==> src/design/rsgg_pkg.sv <==
// Shared types and constants of the ratchet step gate generator.
package rsgg_pkg;

  // Field widths fixed by the register map and the sample formats.
  localparam int TICK_W     = 24;
  localparam int FRAC_W     = 17;
  localparam int BURST_W    = 7;
  localparam int CVB_W      = 15;
  localparam int CODE_W     = 16;
  localparam int GATE_W     = 15;
  localparam int CFG_IDX_W  = 3;
  localparam int CFG_DATA_W = 24;

  // Q16 unity and the 10 V full-scale code (3200 codes per volt).
  localparam logic [FRAC_W-1:0] Q16_ONE    = 17'h10000;
  localparam logic [GATE_W-1:0] FULL_SCALE = 15'd32000;

  // Configuration register indexes.
  typedef enum logic [CFG_IDX_W-1:0] {
    CFG_STEP_TICKS      = 3'd0,
    CFG_GATE_FRACTION   = 3'd1,
    CFG_RETRIG_FRACTION = 3'd2,
    CFG_OFFSET_FRACTION = 3'd3,
    CFG_NUM_RETRIGS     = 3'd4,
    CFG_PLAY_PROB       = 3'd5,
    CFG_ALT_PROB        = 3'd6,
    CFG_CV_BASE         = 3'd7
  } cfg_reg_t;

  // Sequencer states, one-hot.
  typedef enum logic [6:0] {
    ST_IDLE       = 7'b0000001,
    ST_MUL_GATE   = 7'b0000010,
    ST_MUL_RETRIG = 7'b0000100,
    ST_MUL_OFFSET = 7'b0001000,
    ST_PREP       = 7'b0010000,
    ST_DIV        = 7'b0100000,
    ST_DONE       = 7'b1000000
  } state_t;

endpackage

==> src/design/rsgg_in_if.sv <==
// Input word channel of the ratchet step gate generator.
interface rsgg_in_if;
  logic                                 valid;
  logic                                 ready;
  logic                                 start_event;
  logic                                 inhibit_event;
  logic                                 mute_toggle;
  logic                                 cv_stack_toggle;
  logic                                 gate_stack_toggle;
  logic signed [rsgg_pkg::CODE_W-1:0]   gate_in;
  logic signed [rsgg_pkg::CODE_W-1:0]   cv_mod_in;
  logic signed [rsgg_pkg::CODE_W-1:0]   cv_chain_in;
  logic        [rsgg_pkg::CODE_W-1:0]   rand_play;
  logic        [rsgg_pkg::CODE_W-1:0]   rand_alt;

  modport source (
    output valid, start_event, inhibit_event, mute_toggle, cv_stack_toggle,
           gate_stack_toggle, gate_in, cv_mod_in, cv_chain_in, rand_play, rand_alt,
    input  ready
  );
  modport sink (
    input  valid, start_event, inhibit_event, mute_toggle, cv_stack_toggle,
           gate_stack_toggle, gate_in, cv_mod_in, cv_chain_in, rand_play, rand_alt,
    output ready
  );
endinterface

==> src/design/rsgg_out_if.sv <==
// Result word channel of the ratchet step gate generator.
interface rsgg_out_if;
  logic                                 valid;
  logic                                 ready;
  logic        [rsgg_pkg::GATE_W-1:0]   gate_out;
  logic signed [rsgg_pkg::CODE_W-1:0]   cv_out;
  logic                                 end_pulse;
  logic                                 alt_end_pulse;
  logic                                 step_active;

  modport source (
    output valid, gate_out, cv_out, end_pulse, alt_end_pulse, step_active,
    input  ready
  );
  modport sink (
    input  valid, gate_out, cv_out, end_pulse, alt_end_pulse, step_active,
    output ready
  );
endinterface

==> src/design/rsgg_div.sv <==
// Iterative restoring divider, one quotient bit per cycle.
module rsgg_div #(
  parameter int DIVIDEND_W = 24,
  parameter int DIVISOR_W  = 24
) (
  input  logic                  clk,
  input  logic                  rst_n,
  input  logic                  start,
  input  logic [DIVIDEND_W-1:0] dividend,
  input  logic [DIVISOR_W-1:0]  divisor,
  output logic                  done,
  output logic [DIVIDEND_W-1:0] quotient,
  output logic [DIVIDEND_W-1:0] remainder
);

  localparam int CMP_W = (DIVIDEND_W > DIVISOR_W ? DIVIDEND_W : DIVISOR_W) + 1;
  localparam int CNT_W = (DIVIDEND_W > 1) ? $clog2(DIVIDEND_W) : 1;

  logic                  busy_r;
  logic                  done_r;
  logic [CNT_W-1:0]      cnt_r;
  logic [DIVIDEND_W-1:0] quo_r;
  logic [DIVIDEND_W-1:0] rem_r;
  logic [DIVISOR_W-1:0]  dsr_r;

  logic [CMP_W-1:0]      trial;
  logic [CMP_W-1:0]      dsr_ext;
  logic                  fits;
  logic [CMP_W-1:0]      diff;

  // Shift the next dividend bit into the partial remainder and try a subtract.
  always_comb begin
    trial   = CMP_W'({rem_r, quo_r[DIVIDEND_W-1]});
    dsr_ext = CMP_W'(dsr_r);
    fits    = trial >= dsr_ext;
    diff    = trial - dsr_ext;
  end

  // Control: count the iterations and flag completion for one cycle.
  always_ff @(posedge clk) begin
    if (!rst_n) begin
      busy_r <= 1'b0;
      done_r <= 1'b0;
      cnt_r  <= '0;
    end else begin
      done_r <= 1'b0;
      if (start) begin
        busy_r <= 1'b1;
        cnt_r  <= CNT_W'(DIVIDEND_W - 1);
      end else if (busy_r) begin
        if (cnt_r == '0) begin
          busy_r <= 1'b0;
          done_r <= 1'b1;
        end else begin
          cnt_r <= cnt_r - 1'b1;
        end
      end
    end
  end

  // Datapath: dividend bits leave at the top while quotient bits enter below.
  always_ff @(posedge clk) begin
    if (start) begin
      quo_r <= dividend;
      rem_r <= '0;
      dsr_r <= divisor;
    end else if (busy_r) begin
      quo_r <= {quo_r[DIVIDEND_W-2:0], fits};
      rem_r <= fits ? diff[DIVIDEND_W-1:0] : trial[DIVIDEND_W-1:0];
    end
  end

  assign done      = done_r;
  assign quotient  = quo_r;
  assign remainder = rem_r;

endmodule

==> src/design/ratchet_step_gate_generator.sv <==
// Top level of the ratchet step gate generator.
// One input word per audio tick. A word is taken only while the sequencer is idle and gives
// exactly one result word. An idle tick, or the final tick of a step, goes from idle straight
// to the done state. A tick inside a running step makes three passes of the shared 17x24
// multiplier for the gate, spacing and offset tick counts, then a prep state, and, when the
// burst position needs a division, the restoring divider takes one elapsed-count bit per cycle.
// The next word may be taken while a result still waits in the output register. The user must
// write configuration through the cfg_ port between words; the block itself does not enforce it.
module ratchet_step_gate_generator #(
  parameter int COUNT_WIDTH = 24,
  parameter int PULSE_TICKS = 10,
  parameter int MAX_RETRIGS = 64
) (
  input  logic                            clk,
  input  logic                            rst_n,
  rsgg_in_if.sink                         in_ch,
  rsgg_out_if.source                      out_ch,
  input  logic                            cfg_we,
  input  logic [rsgg_pkg::CFG_IDX_W-1:0]  cfg_index,
  input  logic [rsgg_pkg::CFG_DATA_W-1:0] cfg_data
);

  localparam int TW    = rsgg_pkg::TICK_W;
  localparam int FW    = rsgg_pkg::FRAC_W;
  localparam int CW    = rsgg_pkg::CODE_W;
  localparam int GW    = rsgg_pkg::GATE_W;
  localparam int CMP_W = (COUNT_WIDTH > TW ? COUNT_WIDTH : TW) + 1;
  localparam int PW    = $clog2(PULSE_TICKS + 1);
  localparam int PROD_W = FW + TW;

  // Configuration registers.
  logic [TW-1:0]                     step_ticks_r;
  logic [FW-1:0]                     gate_fraction_r;
  logic [FW-1:0]                     retrig_fraction_r;
  logic [FW-1:0]                     offset_fraction_r;
  logic [rsgg_pkg::BURST_W-1:0]      num_retrigs_r;
  logic [FW-1:0]                     play_prob_r;
  logic [FW-1:0]                     alt_prob_r;
  logic [rsgg_pkg::CVB_W-1:0]        cv_base_r;

  // Step state.
  rsgg_pkg::state_t                  state_r;
  logic                              running_r;
  logic [COUNT_WIDTH-1:0]            ticks_left_r;
  logic [COUNT_WIDTH-1:0]            elapsed_r;
  logic                              play_r;
  logic                              alt_r;
  logic                              mute_r;
  logic                              cv_stack_r;
  logic                              gate_stack_r;
  logic [PW-1:0]                     pulse_left_r;

  // Latched samples and derived tick counts.
  logic signed [CW-1:0]              gate_in_r;
  logic signed [CW-1:0]              cv_mod_r;
  logic signed [CW-1:0]              cv_chain_r;
  logic [TW-1:0]                     glen_r;
  logic [TW-1:0]                     dist_r;
  logic [TW-1:0]                     offs_r;
  logic [COUNT_WIDTH-1:0]            mult_r;
  logic [COUNT_WIDTH-1:0]            rem_r;
  logic                              ge_offs_r;

  // Output register.
  logic                              out_valid_r;
  logic [GW-1:0]                     gate_out_r;
  logic signed [CW-1:0]              cv_out_r;
  logic                              end_pulse_r;
  logic                              alt_end_pulse_r;
  logic                              step_active_r;

  // Configuration writes.
  always_ff @(posedge clk) begin
    if (!rst_n) begin
      step_ticks_r      <= TW'(48000);
      gate_fraction_r   <= rsgg_pkg::Q16_ONE;
      retrig_fraction_r <= rsgg_pkg::Q16_ONE;
      offset_fraction_r <= '0;
      num_retrigs_r     <= rsgg_pkg::BURST_W'(1);
      play_prob_r       <= rsgg_pkg::Q16_ONE;
      alt_prob_r        <= '0;
      cv_base_r         <= '0;
    end else if (cfg_we) begin
      case (cfg_index)
        rsgg_pkg::CFG_STEP_TICKS:      step_ticks_r      <= cfg_data[TW-1:0];
        rsgg_pkg::CFG_GATE_FRACTION:   gate_fraction_r   <= cfg_data[FW-1:0];
        rsgg_pkg::CFG_RETRIG_FRACTION: retrig_fraction_r <= cfg_data[FW-1:0];
        rsgg_pkg::CFG_OFFSET_FRACTION: offset_fraction_r <= cfg_data[FW-1:0];
        rsgg_pkg::CFG_NUM_RETRIGS:     num_retrigs_r     <= cfg_data[rsgg_pkg::BURST_W-1:0];
        rsgg_pkg::CFG_PLAY_PROB:       play_prob_r       <= cfg_data[FW-1:0];
        rsgg_pkg::CFG_ALT_PROB:        alt_prob_r        <= cfg_data[FW-1:0];
        rsgg_pkg::CFG_CV_BASE:         cv_base_r         <= cfg_data[rsgg_pkg::CVB_W-1:0];
        default: ;
      endcase
    end
  end

  // Word acceptance and the effect of start, toggles and inhibit.
  logic                   in_ready;
  logic                   accept;
  logic                   start_now;
  logic                   running_nxt;
  logic [COUNT_WIDTH-1:0] ticks_left_nxt;
  logic                   play_nxt;
  logic                   alt_nxt;

  assign in_ready = (state_r == rsgg_pkg::ST_IDLE);
  assign accept   = in_ready && in_ch.valid;

  always_comb begin
    start_now      = !running_r && in_ch.start_event;
    running_nxt    = (running_r || start_now) && !in_ch.inhibit_event;
    ticks_left_nxt = start_now ? COUNT_WIDTH'(step_ticks_r) : ticks_left_r;
    play_nxt       = ({2'b00, in_ch.rand_play} + {1'b0, play_prob_r})
                     >= {1'b0, rsgg_pkg::Q16_ONE};
    alt_nxt        = ({2'b00, in_ch.rand_alt} + {1'b0, alt_prob_r})
                     > {1'b0, rsgg_pkg::Q16_ONE};
  end

  // Shared multiplier: clamped Q16 fraction times the step length.
  logic [FW-1:0]     frac_sel;
  logic [FW-1:0]     frac_cl;
  logic [PROD_W-1:0] product;
  logic [TW-1:0]     frac_ticks;

  always_comb begin
    case (state_r)
      rsgg_pkg::ST_MUL_GATE:   frac_sel = gate_fraction_r;
      rsgg_pkg::ST_MUL_RETRIG: frac_sel = retrig_fraction_r;
      default:                 frac_sel = offset_fraction_r;
    endcase
    frac_cl    = (frac_sel > rsgg_pkg::Q16_ONE) ? rsgg_pkg::Q16_ONE : frac_sel;
    product    = PROD_W'(frac_cl) * PROD_W'(step_ticks_r);
    frac_ticks = product[16 +: TW];
  end

  // Position of the elapsed count against the first burst.
  logic [CMP_W-1:0]       el_ext;
  logic [CMP_W-1:0]       offs_ext;
  logic [CMP_W-1:0]       el_diff;
  logic                   el_ge;
  logic                   el_gt;
  logic                   div_start;
  logic                   div_done;
  logic [COUNT_WIDTH-1:0] div_quo;
  logic [COUNT_WIDTH-1:0] div_rem;

  always_comb begin
    el_ext    = CMP_W'(elapsed_r);
    offs_ext  = CMP_W'(offs_r);
    el_diff   = el_ext - offs_ext;
    el_ge     = el_ext >= offs_ext;
    el_gt     = el_ext > offs_ext;
    div_start = (state_r == rsgg_pkg::ST_PREP) && (dist_r != '0) && el_gt;
  end

  rsgg_div #(
    .DIVIDEND_W (COUNT_WIDTH),
    .DIVISOR_W  (TW)
  ) u_div (
    .clk       (clk),
    .rst_n     (rst_n),
    .start     (div_start),
    .dividend  (el_diff[COUNT_WIDTH-1:0]),
    .divisor   (dist_r),
    .done      (div_done),
    .quotient  (div_quo),
    .remainder (div_rem)
  );

  // Result of the tick, formed when the sequence finishes.
  logic                     out_free;
  logic                     finish;
  logic                     final_tick;
  logic                     active_tick;
  logic [rsgg_pkg::BURST_W-1:0] nbursts;
  logic                     in_burst;
  logic [GW-1:0]            gate_clamped;
  logic signed [CW-1:0]     cv_mod_cl;
  logic signed [CW+1:0]     cv_sum;
  logic [GW-1:0]            cv_active;
  logic [GW-1:0]            gate_nxt;
  logic signed [CW-1:0]     cv_nxt;
  logic [PW-1:0]            pulse_base;
  logic                     pulse_now;

  assign out_free = !out_valid_r || out_ch.ready;
  assign finish   = (state_r == rsgg_pkg::ST_DONE) && out_free;

  always_comb begin
    final_tick  = running_r && (ticks_left_r == '0);
    active_tick = running_r && (ticks_left_r != '0);
    nbursts     = (num_retrigs_r > rsgg_pkg::BURST_W'(MAX_RETRIGS))
                  ? rsgg_pkg::BURST_W'(MAX_RETRIGS) : num_retrigs_r;
    in_burst    = play_r && (COUNT_WIDTH'(nbursts) > mult_r) && ge_offs_r
                  && (CMP_W'(rem_r) <= CMP_W'(glen_r));

    // Gate input clamped to 0..10 V.
    if (gate_in_r <= 0) begin
      gate_clamped = '0;
    end else if (gate_in_r > $signed({1'b0, rsgg_pkg::FULL_SCALE})) begin
      gate_clamped = rsgg_pkg::FULL_SCALE;
    end else begin
      gate_clamped = gate_in_r[GW-1:0];
    end

    // Active CV: base plus clamped modulation plus optional chained CV.
    if (cv_mod_r > $signed({1'b0, rsgg_pkg::FULL_SCALE})) begin
      cv_mod_cl = $signed({1'b0, rsgg_pkg::FULL_SCALE});
    end else if (cv_mod_r < -$signed({1'b0, rsgg_pkg::FULL_SCALE})) begin
      cv_mod_cl = -$signed({1'b0, rsgg_pkg::FULL_SCALE});
    end else begin
      cv_mod_cl = cv_mod_r;
    end
    cv_sum = $signed({3'b000, cv_base_r}) + {{2{cv_mod_cl[CW-1]}}, cv_mod_cl}
             + (cv_stack_r ? {{2{cv_chain_r[CW-1]}}, cv_chain_r} : '0);
    if (cv_sum < 0) begin
      cv_active = '0;
    end else if (cv_sum > $signed({3'b000, rsgg_pkg::FULL_SCALE})) begin
      cv_active = rsgg_pkg::FULL_SCALE;
    end else begin
      cv_active = cv_sum[GW-1:0];
    end

    // Select the outputs for idle, final and active ticks.
    if (final_tick) begin
      gate_nxt = '0;
      cv_nxt   = '0;
    end else if (active_tick) begin
      if (in_burst) begin
        gate_nxt = mute_r ? '0 : rsgg_pkg::FULL_SCALE;
      end else begin
        gate_nxt = (gate_stack_r && !mute_r) ? gate_clamped : '0;
      end
      cv_nxt = $signed({1'b0, cv_active});
    end else begin
      gate_nxt = gate_clamped;
      cv_nxt   = cv_chain_r;
    end

    pulse_base = final_tick ? PW'(PULSE_TICKS) : pulse_left_r;
    pulse_now  = pulse_base != '0;
  end

  // Sequencer and step state.
  always_ff @(posedge clk) begin
    if (!rst_n) begin
      state_r      <= rsgg_pkg::ST_IDLE;
      running_r    <= 1'b0;
      ticks_left_r <= '0;
      elapsed_r    <= '0;
      play_r       <= 1'b0;
      alt_r        <= 1'b0;
      mute_r       <= 1'b0;
      cv_stack_r   <= 1'b0;
      gate_stack_r <= 1'b0;
      pulse_left_r <= '0;
    end else begin
      case (state_r)
        rsgg_pkg::ST_IDLE: begin
          if (accept) begin
            if (start_now) begin
              ticks_left_r <= ticks_left_nxt;
              elapsed_r    <= '0;
              play_r       <= play_nxt;
              alt_r        <= alt_nxt;
            end
            if (in_ch.cv_stack_toggle) cv_stack_r <= !cv_stack_r;
            if (in_ch.gate_stack_toggle) gate_stack_r <= !gate_stack_r;
            if (in_ch.mute_toggle) mute_r <= !mute_r;
            running_r <= running_nxt;
            if (running_nxt && (ticks_left_nxt != '0)) begin
              state_r <= rsgg_pkg::ST_MUL_GATE;
            end else begin
              state_r <= rsgg_pkg::ST_DONE;
            end
          end
        end
        rsgg_pkg::ST_MUL_GATE:   state_r <= rsgg_pkg::ST_MUL_RETRIG;
        rsgg_pkg::ST_MUL_RETRIG: state_r <= rsgg_pkg::ST_MUL_OFFSET;
        rsgg_pkg::ST_MUL_OFFSET: state_r <= rsgg_pkg::ST_PREP;
        rsgg_pkg::ST_PREP: begin
          state_r <= div_start ? rsgg_pkg::ST_DIV : rsgg_pkg::ST_DONE;
        end
        rsgg_pkg::ST_DIV: begin
          if (div_done) state_r <= rsgg_pkg::ST_DONE;
        end
        rsgg_pkg::ST_DONE: begin
          if (out_free) begin
            state_r <= rsgg_pkg::ST_IDLE;
            if (final_tick) running_r <= 1'b0;
            if (running_r) begin
              if (ticks_left_r != '0) ticks_left_r <= ticks_left_r - 1'b1;
              if (elapsed_r != '1) elapsed_r <= elapsed_r + 1'b1;
            end
            pulse_left_r <= pulse_now ? pulse_base - 1'b1 : pulse_base;
          end
        end
        default: state_r <= rsgg_pkg::ST_IDLE;
      endcase
    end
  end

  // Latched samples, derived tick counts and burst position.
  always_ff @(posedge clk) begin
    if (accept) begin
      gate_in_r  <= in_ch.gate_in;
      cv_mod_r   <= in_ch.cv_mod_in;
      cv_chain_r <= in_ch.cv_chain_in;
    end
    if (state_r == rsgg_pkg::ST_MUL_GATE) glen_r <= frac_ticks;
    if (state_r == rsgg_pkg::ST_MUL_RETRIG) dist_r <= frac_ticks;
    if (state_r == rsgg_pkg::ST_MUL_OFFSET) offs_r <= frac_ticks;
    if (state_r == rsgg_pkg::ST_PREP) begin
      mult_r    <= '0;
      rem_r     <= el_diff[COUNT_WIDTH-1:0];
      ge_offs_r <= el_ge;
    end
    if ((state_r == rsgg_pkg::ST_DIV) && div_done) begin
      mult_r <= div_quo;
      rem_r  <= div_rem;
    end
  end

  // Output register.
  always_ff @(posedge clk) begin
    if (!rst_n) begin
      out_valid_r <= 1'b0;
    end else if (finish) begin
      out_valid_r <= 1'b1;
    end else if (out_ch.ready) begin
      out_valid_r <= 1'b0;
    end
  end

  always_ff @(posedge clk) begin
    if (finish) begin
      gate_out_r      <= gate_nxt;
      cv_out_r        <= cv_nxt;
      end_pulse_r     <= pulse_now && !alt_r;
      alt_end_pulse_r <= pulse_now && alt_r;
      step_active_r   <= active_tick;
    end
  end

  assign in_ch.ready          = in_ready;
  assign out_ch.valid         = out_valid_r;
  assign out_ch.gate_out      = gate_out_r;
  assign out_ch.cv_out        = cv_out_r;
  assign out_ch.end_pulse     = end_pulse_r;
  assign out_ch.alt_end_pulse = alt_end_pulse_r;
  assign out_ch.step_active   = step_active_r;

endmodule

==> src/flat_wrapper.sv <==
// flat-port wrapper written by rule: the top's interface ports become plain ports
module ratchet_step_gate_generator_flat 
#(
  parameter int COUNT_WIDTH = 24,
  parameter int PULSE_TICKS = 10,
  parameter int MAX_RETRIGS = 64
)
  (clk, rst_n, cfg_we, cfg_index, cfg_data, in_ch_valid, in_ch_start_event, in_ch_inhibit_event, in_ch_mute_toggle, in_ch_cv_stack_toggle, in_ch_gate_stack_toggle, in_ch_gate_in, in_ch_cv_mod_in, in_ch_cv_chain_in, in_ch_rand_play, in_ch_rand_alt, in_ch_ready, out_ch_valid, out_ch_gate_out, out_ch_cv_out, out_ch_end_pulse, out_ch_alt_end_pulse, out_ch_step_active, out_ch_ready);
  rsgg_in_if in_ch_i ();
  rsgg_out_if out_ch_i ();
  input  logic clk;
  input  logic rst_n;
  input  logic cfg_we;
  input  logic [rsgg_pkg::CFG_IDX_W-1:0] cfg_index;
  input  logic [rsgg_pkg::CFG_DATA_W-1:0] cfg_data;
  input wire logic [$bits(in_ch_i.valid)-1:0] in_ch_valid;
  input wire logic [$bits(in_ch_i.start_event)-1:0] in_ch_start_event;
  input wire logic [$bits(in_ch_i.inhibit_event)-1:0] in_ch_inhibit_event;
  input wire logic [$bits(in_ch_i.mute_toggle)-1:0] in_ch_mute_toggle;
  input wire logic [$bits(in_ch_i.cv_stack_toggle)-1:0] in_ch_cv_stack_toggle;
  input wire logic [$bits(in_ch_i.gate_stack_toggle)-1:0] in_ch_gate_stack_toggle;
  input wire logic [$bits(in_ch_i.gate_in)-1:0] in_ch_gate_in;
  input wire logic [$bits(in_ch_i.cv_mod_in)-1:0] in_ch_cv_mod_in;
  input wire logic [$bits(in_ch_i.cv_chain_in)-1:0] in_ch_cv_chain_in;
  input wire logic [$bits(in_ch_i.rand_play)-1:0] in_ch_rand_play;
  input wire logic [$bits(in_ch_i.rand_alt)-1:0] in_ch_rand_alt;
  output wire logic [$bits(in_ch_i.ready)-1:0] in_ch_ready;
  output wire logic [$bits(out_ch_i.valid)-1:0] out_ch_valid;
  output wire logic [$bits(out_ch_i.gate_out)-1:0] out_ch_gate_out;
  output wire logic [$bits(out_ch_i.cv_out)-1:0] out_ch_cv_out;
  output wire logic [$bits(out_ch_i.end_pulse)-1:0] out_ch_end_pulse;
  output wire logic [$bits(out_ch_i.alt_end_pulse)-1:0] out_ch_alt_end_pulse;
  output wire logic [$bits(out_ch_i.step_active)-1:0] out_ch_step_active;
  input wire logic [$bits(out_ch_i.ready)-1:0] out_ch_ready;
  assign in_ch_i.valid = in_ch_valid;
  assign in_ch_i.start_event = in_ch_start_event;
  assign in_ch_i.inhibit_event = in_ch_inhibit_event;
  assign in_ch_i.mute_toggle = in_ch_mute_toggle;
  assign in_ch_i.cv_stack_toggle = in_ch_cv_stack_toggle;
  assign in_ch_i.gate_stack_toggle = in_ch_gate_stack_toggle;
  assign in_ch_i.gate_in = in_ch_gate_in;
  assign in_ch_i.cv_mod_in = in_ch_cv_mod_in;
  assign in_ch_i.cv_chain_in = in_ch_cv_chain_in;
  assign in_ch_i.rand_play = in_ch_rand_play;
  assign in_ch_i.rand_alt = in_ch_rand_alt;
  assign in_ch_ready = in_ch_i.ready;
  assign out_ch_valid = out_ch_i.valid;
  assign out_ch_gate_out = out_ch_i.gate_out;
  assign out_ch_cv_out = out_ch_i.cv_out;
  assign out_ch_end_pulse = out_ch_i.end_pulse;
  assign out_ch_alt_end_pulse = out_ch_i.alt_end_pulse;
  assign out_ch_step_active = out_ch_i.step_active;
  assign out_ch_i.ready = out_ch_ready;
  ratchet_step_gate_generator #(.COUNT_WIDTH(COUNT_WIDTH), .PULSE_TICKS(PULSE_TICKS), .MAX_RETRIGS(MAX_RETRIGS)) u_core (.clk(clk), .rst_n(rst_n), .in_ch(in_ch_i), .out_ch(out_ch_i), .cfg_we(cfg_we), .cfg_index(cfg_index), .cfg_data(cfg_data));
endmodule
==> config.mk <==
export PLATFORM = sky130hd
export DESIGN_NAME = ratchet_step_gate_generator_flat
export DESIGN_NICKNAME = d
export VERILOG_FILES = /design/src/design/rsgg_pkg.sv /design/src/design/rsgg_in_if.sv /design/src/design/rsgg_out_if.sv /design/src/design/rsgg_div.sv /design/src/design/ratchet_step_gate_generator.sv /design/src/flat_wrapper.sv
export SDC_FILE = /design/constraint.sdc
export NUM_CORES = 2
export LEC_CHECK = 0
export BUFFER_PORTS_ARGS = -buffer_cell sky130_fd_sc_hd__buf_2
export CORE_AREA = 3 3 280 282
export CTS_CLUSTER_SIZE = 25
export DETAILED_ROUTE_END_ITERATION = 16
export DIE_AREA = 0 0 283 285
export GPL_TIMING_DRIVEN = 0
export PLACE_DENSITY = 0.65
export SYNTH_ARGS = -nofsm -noshare
export SYNTH_HDL_FRONTEND = slang
export SYNTH_SLANG_ARGS = --single-unit
export TNS_END_PERCENT = 20
==> constraint.sdc <==
create_clock -name clk -period 20.6 [get_ports clk]
set_clock_uncertainty 0.15 [all_clocks]
set_input_delay 1.03 -clock clk [delete_from_list [all_inputs] [get_ports clk]]
set_output_delay 1.03 -clock clk [all_outputs]
set_load 0.03 [all_outputs]
==> impl_metrics.py <==
metrics = {
    "outcome": {
        "status": "finished clean",
    },
    "die": {
        "die_area_um2": 80700,
        "start_util": 0.491,
        "rows": 101,
        "fp.coreArea_um2": 75900,
        "die_h_um": 285,
        "dieWidth_um": 283,
        "num_io_pins": 153,
    },
    "yosys": {
        "syn_area_um2": 37300,
        "synthFlopType": "edfxtp_1",
        "avgSynthCellArea_um2": 9.12,
        "synth_edf_count": 251,
        "ys_warn_count": 0,
        "ys_ff_latch": 479,
        "ys_async_sr_fraction": 0,
        "yosysUniqueCellTypes": 93,
        "syn-num-nets": 4797,
        "ys_seq_area_frac": 0.324,
        "syn_inst": 4091,
    },
    "job": {
        "maxCapViolCount": 0,
    },
    "grt": {
        "overflow": 0,
        "grt_first_pass_wirelength_mm": 164,
        "antenna_found_initial": 5,
        "track_usage": 0.260,
        "grt_max_degree": 53,
        "use_met3": 0.0289,
        "grt_pass1_vias": 28900,
        "grt_util_met2": 0.439,
        "busiest_layer": "met2",
        "use_met1": 0.347,
    },
    "finish": {
        "area_growth_pct": 9.78,
        "nets": 4993,
        "final_core_util": 0.539,
        "final_cell_mix": "nand2_1, inv_1, fa_1",
        "final_common_cell": "nand2_1",
        "fillers": 7001,
        "drive_above_1_share": 0.0705,
    },
    "sta": {
        "period_minus_slack_ns": 11.70,
        "whs_ns": 0.294,
        "setup_violations": 0,
        "hold_viol": 0,
        "min_period_over_period": 0.568,
        "fin_setup_tns_ns": 0,
        "tightest_slew_ns": 1.05,
        "max_slew_margin": 0.293,
        "drv_slew": 0,
        "max_freq_mhz": 85.4,
        "grt_setup_unrepaired": "no",
    },
    "clock_tree": {
        "numClockSinks": 479,
        "htreeDepth": 2,
        "cts.repair.resized": 0,
        "cts_setup_buffers": 0,
        "postCtsHoldBufs": 0,
        "cts_root_buf": "clkbuf_16",
        "cts_max_path_buffers": 3,
        "clkLatencyLatePin_ns": 0.58,
        "cts_tree": "built",
        "clk_pin_slew_worst_paths_ns": 0.07,
        "numCtsBuffers": 48,
    },
    "pwr": {
        "fin_total_pwr_mw": 2.42,
        "leakage_nw": 18.1,
        "pwr_density_cell_nw_per_um2": 59.2,
        "vdd_drop_max_mv": 0.0549,
    },
    "setup_path": {
        "end_kind": "register",
        "cpMostUsedCell": "fa_1",
        "critPathSlowestCell": "buf_2",
        "path_class": "reg -> reg",
        "critPathMaxFanout": 33,
        "crit_arrival_ns": 11.81,
        "cpPeakStageDelay_ns": 0.79,
        "required_ns": 20.70,
        "cp-start-kind": "register",
        "r2r_cells": 29,
    },
    "placed_design": {
        "place_hpwl_mm": 84.5,
        "place_congestion": 0.930,
        "port-buffer-count": 141,
    },
    "min_path": {
        "holdPathStages": 0,
        "hold_class": "reg -> reg",
    },
    "detailed_routing": {
        "first_pass_iters": 6,
        "drt_iter0_drc": 2411,
        "wl_mm": 108,
        "drc": 0,
        "num_vias": 29700,
        "antenna_left": 0,
        "wl_per_cell_um": 20.1,
        "via_per_inst": 5.54,
    },
}
## synth_stat cells (23+ instances only)
master / n / area [µm²]
a211oi_1: 38 / 285
a21o_1: 44 / 330
a21oi_1: 299 / 1500
and2_1: 175 / 1090
and3_1: 34 / 213
clkbuf_1: 163 / 612
dfxtp_1: 228 / 4560
edfxtp_1: 251 / 7540
fa_1: 331 / 6630
ha_1: 258 / 3230
inv_1: 549 / 2060
mux2_2: 23 / 259
nand2_1: 695 / 2610
nand2b_1: 30 / 188
nand3_1: 58 / 290
nand4_1: 39 / 244
nor2_1: 230 / 863
nor2b_1: 33 / 206
nor3_1: 40 / 200
nor4_1: 27 / 169
o21a_1: 27 / 203
o21ai_0: 115 / 576
xnor2_1: 61 / 534
xor2_1: 58 / 508
## final timing paths
path	slack (ns)	from	end
setup reg to reg	8.90	u_core.state_r[0]	u_core.dist_r[23]
setup / recovery	8.90	u_core.state_r[0]	u_core.dist_r[23]
hold / removal	0.29	u_core.dist_r[9]	u_core.u_div.dsr_r[9]
hold reg to reg	0.29	u_core.dist_r[9]	u_core.u_div.dsr_r[9]
## worst max-delay path, delay by kind of cell, from the launching register on
family | cells | cell delay [ns]
adders and majority gates | 7 | 3.38
buffers and inverters | 7 | 2.54
and+or+nand+nor | 6 | 2.15
AOI/OAI and AO/OA | 8 | 2.09
xor gates and xnor gates | 1 | 0.65
DFF | 1 | 0.37
## cell families after synthesis
kind of cell / Yosys count / share of synthesized area
AND/OR/NAND/NOR: 1440 / 0.181
multiplexers: 45 / 0.0129
buffers and inverters: 736 / 0.0751
XOR/XNOR: 119 / 0.0279
adder cells (fa/ha/maj): 589 / 0.264
AO/OA/AOI/OAI: 683 / 0.115
flip-flops: 479 / 0.324
## final cells by class
type,count,area (µm²),share of cell area
Multi-Input combinational cell,2876,22400,0.547
Sequential cell,479,12100,0.295
Inverter,551,2070,0.0505
Clock buffer,68,1380,0.0336
Tap cell,1030,1290,0.0315
Timing Repair Buffer,146,796,0.0194
Buffer,185,736,0.0180
Clock inverter,20,156,0.00382
Antenna cell,6,15.0,0.000367
## per-stage QoR
step,setup slack (ns),std cells,cell area [µm²]
floorplan,12.12,4091,37300
global placement,8.99,5262,39300
detailed placement,9.00,5267,39400
CTS,8.95,5355,40900
global route,8.33,5356,40900
finish,8.90,5361,41000
## where the power goes
group          internal [mW]  switching, mW
logic                  0.167          0.307
clock network          0.490          0.371
registers               1.05         0.0367
## layer usage
layer | share of wire | wire length (µm)
met3 | 0.069 | 7380
met1 | 0.41 | 44500
met2 | 0.48 | 51300
met4 | 0.040 | 4290
met5 | 0 | 0
Note: power is estimated with default switching activity, not from simulation.
